--- src/rtl/fcta_divider.sv ---
`timescale 1ns / 1ps
// ----------------------------------------------------------------------------
// Floor cast pipelined divider
// Unsigned restoring division, one quotient bit per register stage. The top
// numerator bits that form the first partial remainder must be below den_i.
// ----------------------------------------------------------------------------
module fcta_divider #(
  parameter int unsigned NUM_W = 40,
  parameter int unsigned DEN_W = 19,
  parameter int unsigned QUO_W = 31
) (
  input  logic             clk_i,
  input  logic             en_i,
  input  logic [NUM_W-1:0] num_i,
  input  logic [DEN_W-1:0] den_i,
  output logic [QUO_W-1:0] quo_o,
  output logic             rem_nz_o
);

  logic [DEN_W-1:0] rem_q [QUO_W];
  logic [QUO_W-1:0] acc_q [QUO_W];
  logic [DEN_W-1:0] den_q [QUO_W-1];

  for (genvar k = 0; k < QUO_W; k++) begin : g_stage
    logic [DEN_W-1:0] rem_in;
    logic [DEN_W-1:0] den_in;
    logic [QUO_W-1:0] acc_in;
    logic [DEN_W:0]   trial;
    logic             ge;

    if (k == 0) begin : g_first
      assign rem_in = DEN_W'(num_i[NUM_W-1:QUO_W]);
      assign acc_in = num_i[QUO_W-1:0];
      assign den_in = den_i;
    end else begin : g_next
      assign rem_in = rem_q[k-1];
      assign acc_in = acc_q[k-1];
      assign den_in = den_q[k-1];
    end

    assign trial = {rem_in, acc_in[QUO_W-1]};
    assign ge    = trial >= {1'b0, den_in};

    always_ff @(posedge clk_i) begin
      if (en_i) begin
        rem_q[k] <= ge ? DEN_W'(trial - {1'b0, den_in}) : trial[DEN_W-1:0];
        acc_q[k] <= {acc_in[QUO_W-2:0], ge};
      end
    end

    if (k < QUO_W - 1) begin : g_den
      always_ff @(posedge clk_i) begin
        if (en_i) begin
          den_q[k] <= den_in;
        end
      end
    end
  end

  assign quo_o    = acc_q[QUO_W-1];
  assign rem_nz_o = |rem_q[QUO_W-1];

endmodule

--- config.mk ---
export PLATFORM = sky130hd
export DESIGN_NAME = fcta_divider
export DESIGN_NICKNAME = d
export VERILOG_FILES = /design/src/rtl/fcta_divider.sv
export SDC_FILE = /design/constraint.sdc
export NUM_CORES = 2
export LEC_CHECK = 0
export BUFFER_PORTS_ARGS = -buffer_cell sky130_fd_sc_hd__buf_2
export CELL_PAD_IN_SITES_DETAIL_PLACEMENT = 0
export CELL_PAD_IN_SITES_GLOBAL_PLACEMENT = 1
export CORE_AREA = 2 2 577 579
export CTS_CLUSTER_DIAMETER = 30
export CTS_CLUSTER_SIZE = 28
export DETAILED_ROUTE_END_ITERATION = 6
export DIE_AREA = 0 0 579 581
export PLACE_DENSITY_LB_ADDON = 0.08
export SYNTH_ARGS = -nofsm -noshare
export SYNTH_HDL_FRONTEND = slang
export SYNTH_SLANG_ARGS = --single-unit
--- constraint.sdc ---
create_clock -name clk_i -period 3.3 [get_ports clk_i]
set_input_delay 0.66 -clock clk_i [delete_from_list [all_inputs] [get_ports clk_i]]
set_output_delay 0.66 -clock clk_i [all_outputs]
set_load 0.02 [all_outputs]
After elaboration in Yosys (flattened, before gate mapping)
Memory sizes are Yosys's and may differ from the RTL's.
Index checks and enable logic that the tools add are counted.
- memories: 3
- bits in writable memories: 2120
- bits in latches: 0
- register bits: 0
- output and inout bits: 32
- bits in read-only memories: 0
- memories (name ; depth ; width ; read ports ; clocked after Yosys merged registers in ; write ports ; RTL line ; RTL):
    acc_q ; 31 ; 31 ; 31 ; 0 ; 31 ; 21 ; logic [QUO_W-1:0] acc_q [QUO_W];
    rem_q ; 31 ; 19 ; 31 ; 0 ; 31 ; 20 ; logic [DEN_W-1:0] rem_q [QUO_W];
    den_q ; 30 ; 19 ; 30 ; 0 ; 30 ; 22 ; logic [DEN_W-1:0] den_q [QUO_W-1];
- eq/ne operators: 0
- divide/modulo/power cells: 0
- reductions and logical operators: 1
- multipliers: 0
- shift-type cells: 0
- $lt $le $gt $ge: 31
- $add $sub $neg: 31
- bitwise logic cells: 0
- mux-type cells: 33
- operators by type and width (cell ; count):
    $ge 20x19->1 ; 30
    $mux 19 ; 31
    $sub 19x19->19 ; 30
    $ge 10x19->1 ; 1
    $reduce_or 19->1 ; 1
    $sub 10x19->19 ; 1
    $mux 1 ; 2

Depth between registers and ports, before layout
An unclocked memory read counts as a cell.
- depth in word-level cells: 3
- mapped depth: 14
- mapped depth without buffers: 12

Worst setup path before layout
Ideal clock, no wire load.
- kind: input -> register
- start: input port den_i[1]
- end: memory rem_q[0][7], data pin
- arrival: 2.925 ns
- path slack: 0.113 ns
- data required time: 3.038 ns
- stages: 12
- buffers on the path: 1
- cell sequence: inv_1 ha_1 nor2b_1 o21ai_1 a21boi_1 o21ai_1 a21o_1 a21oi_1 o31ai_1 a31oi_1 buf_2 mux2_1
- RTL lines (what ; RTL line ; RTL):
    start: declaration ; 15 ; input logic [DEN_W-1:0] den_i,
    end: declaration ; 20 ;

==> impl_metrics.py <==
metrics = {
    "routing": {
        "firstDrtPassIters": 6,
        "antenna_left": 0,
        "vias": 60130,
        "wl_per_cell_um": 16.94,
        "drc": 0,
        "drt_iter0_drc": 3126,
        "via_per_inst": 4.531,
        "routed_wirelength_mm": 224.8,
    },
    "power": {
        "max-vdd-ir-drop_mv": 0.4734,
        "power_frac_seq_pct": 29.9,
        "total_power_uw": 137500,
        "power_switching_share_pct": 30.94,
        "power_leakage_uw": 0.05112,
        "intPower_uw": 94970,
        "clkPwrFrac_pct": 39.3,
        "power.density_nw_per_um2": 1067,
        "p_comb_share_pct": 30.7,
        "p_switching_uw": 42550,
    },
    "yosys": {
        "seq_area_frac_synth_pct": 64.43,
        "avgSynthCellArea_um2": 13.31,
        "synth.distinct_cells": 92,
        "synth-seq-cells": 2120,
        "syn_area_um2": 98800,
        "synth_edf_count": 2120,
        "synth-warning-count": 0,
        "syn_nets": 8097,
        "syn_inst": 7425,
        "synthArstFlopShare_pct": 0,
        "synth_flop_cell": "edfxtp_1",
    },
    "sta": {
        "rsz0062_at_grt": "true",
        "fin_crit_sh_pct": 97.54,
        "slew_violations": 0,
        "hold_violations": 0,
        "max_freq_ghz": 0.3107,
        "worstMarginPinSlew_ps": 756.6,
        "finalCriticalPeriod_ps": 3219,
        "clock_skew_ps": 46.64,
        "setup_tns_ps": 0,
        "slew_headroom_pct": 49.03,
        "setup_viol": 0,
    },
    "global_route": {
        "grt_pass1_vias": 61730,
        "grt.overflow.total": 0,
        "antenna_found_initial": 8,
        "grt_usage_pct": 13.06,
        "grt_first_pass_wirelength_mm": 348.2,
        "grt_max_degree": 134,
    },
    "critical_path": {
        "worst-path-buf-inv": 2,
        "cp.arrival_ps": 3900,
        "critPathKind": "flop to flop",
        "crit_chain": "inv_2 > ha_4 > fa_2 > nor2b_2 > o21ai_2 > a21oi_2 > o311ai_2 > o221a_2 > o41ai_2 > nor4bb_2 > a2111o_1 > clkbuf_16 > mux2_4",
        "startpoint_type": "flop",
        "crit_fanout": 4,
        "cp_top_family": "compound AO/OA/AOI/OAI gates",
        "cp-end-kind": "flop",
        "crit_path_max_incr_delay_ps": 530,
        "critPathRequiredTime_ps": 3980,
        "crit_slowest_cell": "a2111o_1",
    },
    "place": {
        "gp_congestion": 0.8058,
        "hpwl_mm": 156.9,
        "portBuffers": 92,
    },
    "finish": {
        "post-route-util_pct": 39.08,
        "final_layout_size_suffix_gt1_share_pct": 19.10,
        "mostFrequentLayoutCell": "edfxtp_1",
        "fin_nets": 9117,
        "area_delta_synth_final_pct": 30.43,
        "final_cell_mix": "edfxtp_1, inv_1, clkbuf_16, ha_1, nand2_1",
    },
    "clocking": {
        "h-tree-depth": 6,
        "numCtsBuffers": 568,
        "clock_latency_ps": 980,
        "cts.sinks": 2120,
        "clkTransAtPathRegs_ps": 40,
        "cts_buffer_depth": 4,
        "cts_tree": "done",
        "cts_root_buffer": "clkbuf_16",
    },
    "die": {
        "die_area_um2": 336400,
        "fp-row-count": 211,
        "start_util_pct": 29.96,
        "coreArea_um2": 329700,
        "die_h_um": 581,
        "die_w_um": 579,
        "ios": 93,
    },
    "worst_hold_path": {
        "min_path_type": "input pin to flop",
    },
    "outcome": {
        "status": "finished clean",
    },
    "run": {
        "drv_cap": 0,
    },
}
-- Yosys cell counts (20+ instances only) --
cell type,instances,area (µm²)
a211oi_1,40,300.3
a21o_1,177,1329
a21oi_1,419,2097
a31oi_1,43,269.0
and3_1,56,350.3
buf_2,29,145.1
buf_4,32,240.2
clkbuf_1,69,259.0
edfxtp_1,2120,63660
fa_1,31,620.6
ha_1,580,7257
inv_1,744,2793
mux2_1,80,900.9
mux2_2,97,1092
mux2i_1,40,400.4
nand2_1,513,1926
nand2b_1,84,525.5
nand3_1,75,375.4
nand4_1,64,400.4
nor2_1,332,1246
nor2b_1,89,556.8
nor3_1,124,620.6
nor4_1,20,125.1
o211ai_1,20,150.1
o21a_1,103,773.2
o21ai_0,462,2312
o21ai_1,66,330.3
o21bai_1,34,255.2
o31a_1,33,289.0
o31ai_1,61,457.9
or2_2,29,181.4
or3_1,45,281.5
xnor2_1,230,2014
xor2_1,199,1743
-- final timing paths --
path	slack, ps	cells past startpoint	end	from
worst max-delay path	80	13	rem_q[1][156]	acc_q[1][247]
worst max register to register	80	13	rem_q[1][156]	acc_q[1][247]
worst min-delay path	140	3	rem_q[0][1]	num_i[31]
worst min register to register	380	0	acc_q[0][286]	acc_q[0][254]
-- worst min-delay path: stages --
cell and delay (ps):
buf_2 90, buf_4 110, mux2_2 140
-- sequential cells by signal (all words and copies together) (netlist names) --
register	count
acc_q	961
den_q	570
rem_q	589
-- per-stage QoR --
step | hold slack (ps) | setup WS [ps] | std cells | area (µm²)
global placement | 400.3 | -216.0 | 12110 | 107600
floorplan | 400.3 | 113.2 | 7425 | 98800
CTS | 25.73 | -40.14 | 13210 | 127600
finish | 143.2 | 81.19 | 13270 | 128900
detailed placement | 404.5 | -215.7 | 12110 | 107600
global route | 87.25 | -92.49 | 13270 | 128900
-- cells by family (layout without fill, tap and decap cells) --
kind of cell	after synthesis	count (layout)	share of synthesized area [%]
mux	223	223	2.514
other cells	0	2	0
xor+xnor	429	429	3.803
flops	2120	2120	64.43
compound gates	1650	1653	10.47
simple gates	1511	1511	7.293
fa+ha+maj	611	611	7.973
buf+inv	881	2355	3.520
-- layout make-up --
cell class	instances	area [µm²]
Multi-Input combinational cell	4427	32650
Clock buffer	668	14800
Tap cell	4366	5463
Timing Repair Buffer	581	5161
Antenna cell	2	5.005
Clock inverter	359	4325
Sequential cell	2120	63660
Fill cell	31020	200900
Inverter	747	2806
-- timing repair --
action / in CTS / in global routing
setup endpoints to repair: 122 / 343
buffers inserted: 13 / 44
hold buffers: 58 / 0
pin swaps: 18 / 60
endpoints found under the hold margin: 58 / 0
cloned: 2 / 13
resized for setup: 33 / 147
-- power by group through the flow --
| stage | registers, µW | logic (µW) | clock network [µW] |
|---|---|---|---|
| finish | 41200 | 42200 | 54100 |
| floorplan | 39500 | 28500 | 0 |
| global placement | 41900 | 40400 | 0 |
| CTS | 41400 | 41200 | 55600 |
| global route | 41800 | 47400 | 57100 |
| detailed placement | 41700 | 40400 | 0 |
-- routing by layer --
metal  up-vias  track usage [%]  wire length, µm
met1     28780            17.19           103200
met5         -                0                0
met2      1049            20.88           104400
li1      29800                -                -
met3       497            2.697             9223
met4         0            5.285             7978
No activity file was read; power rests on OpenSTA's default activity.
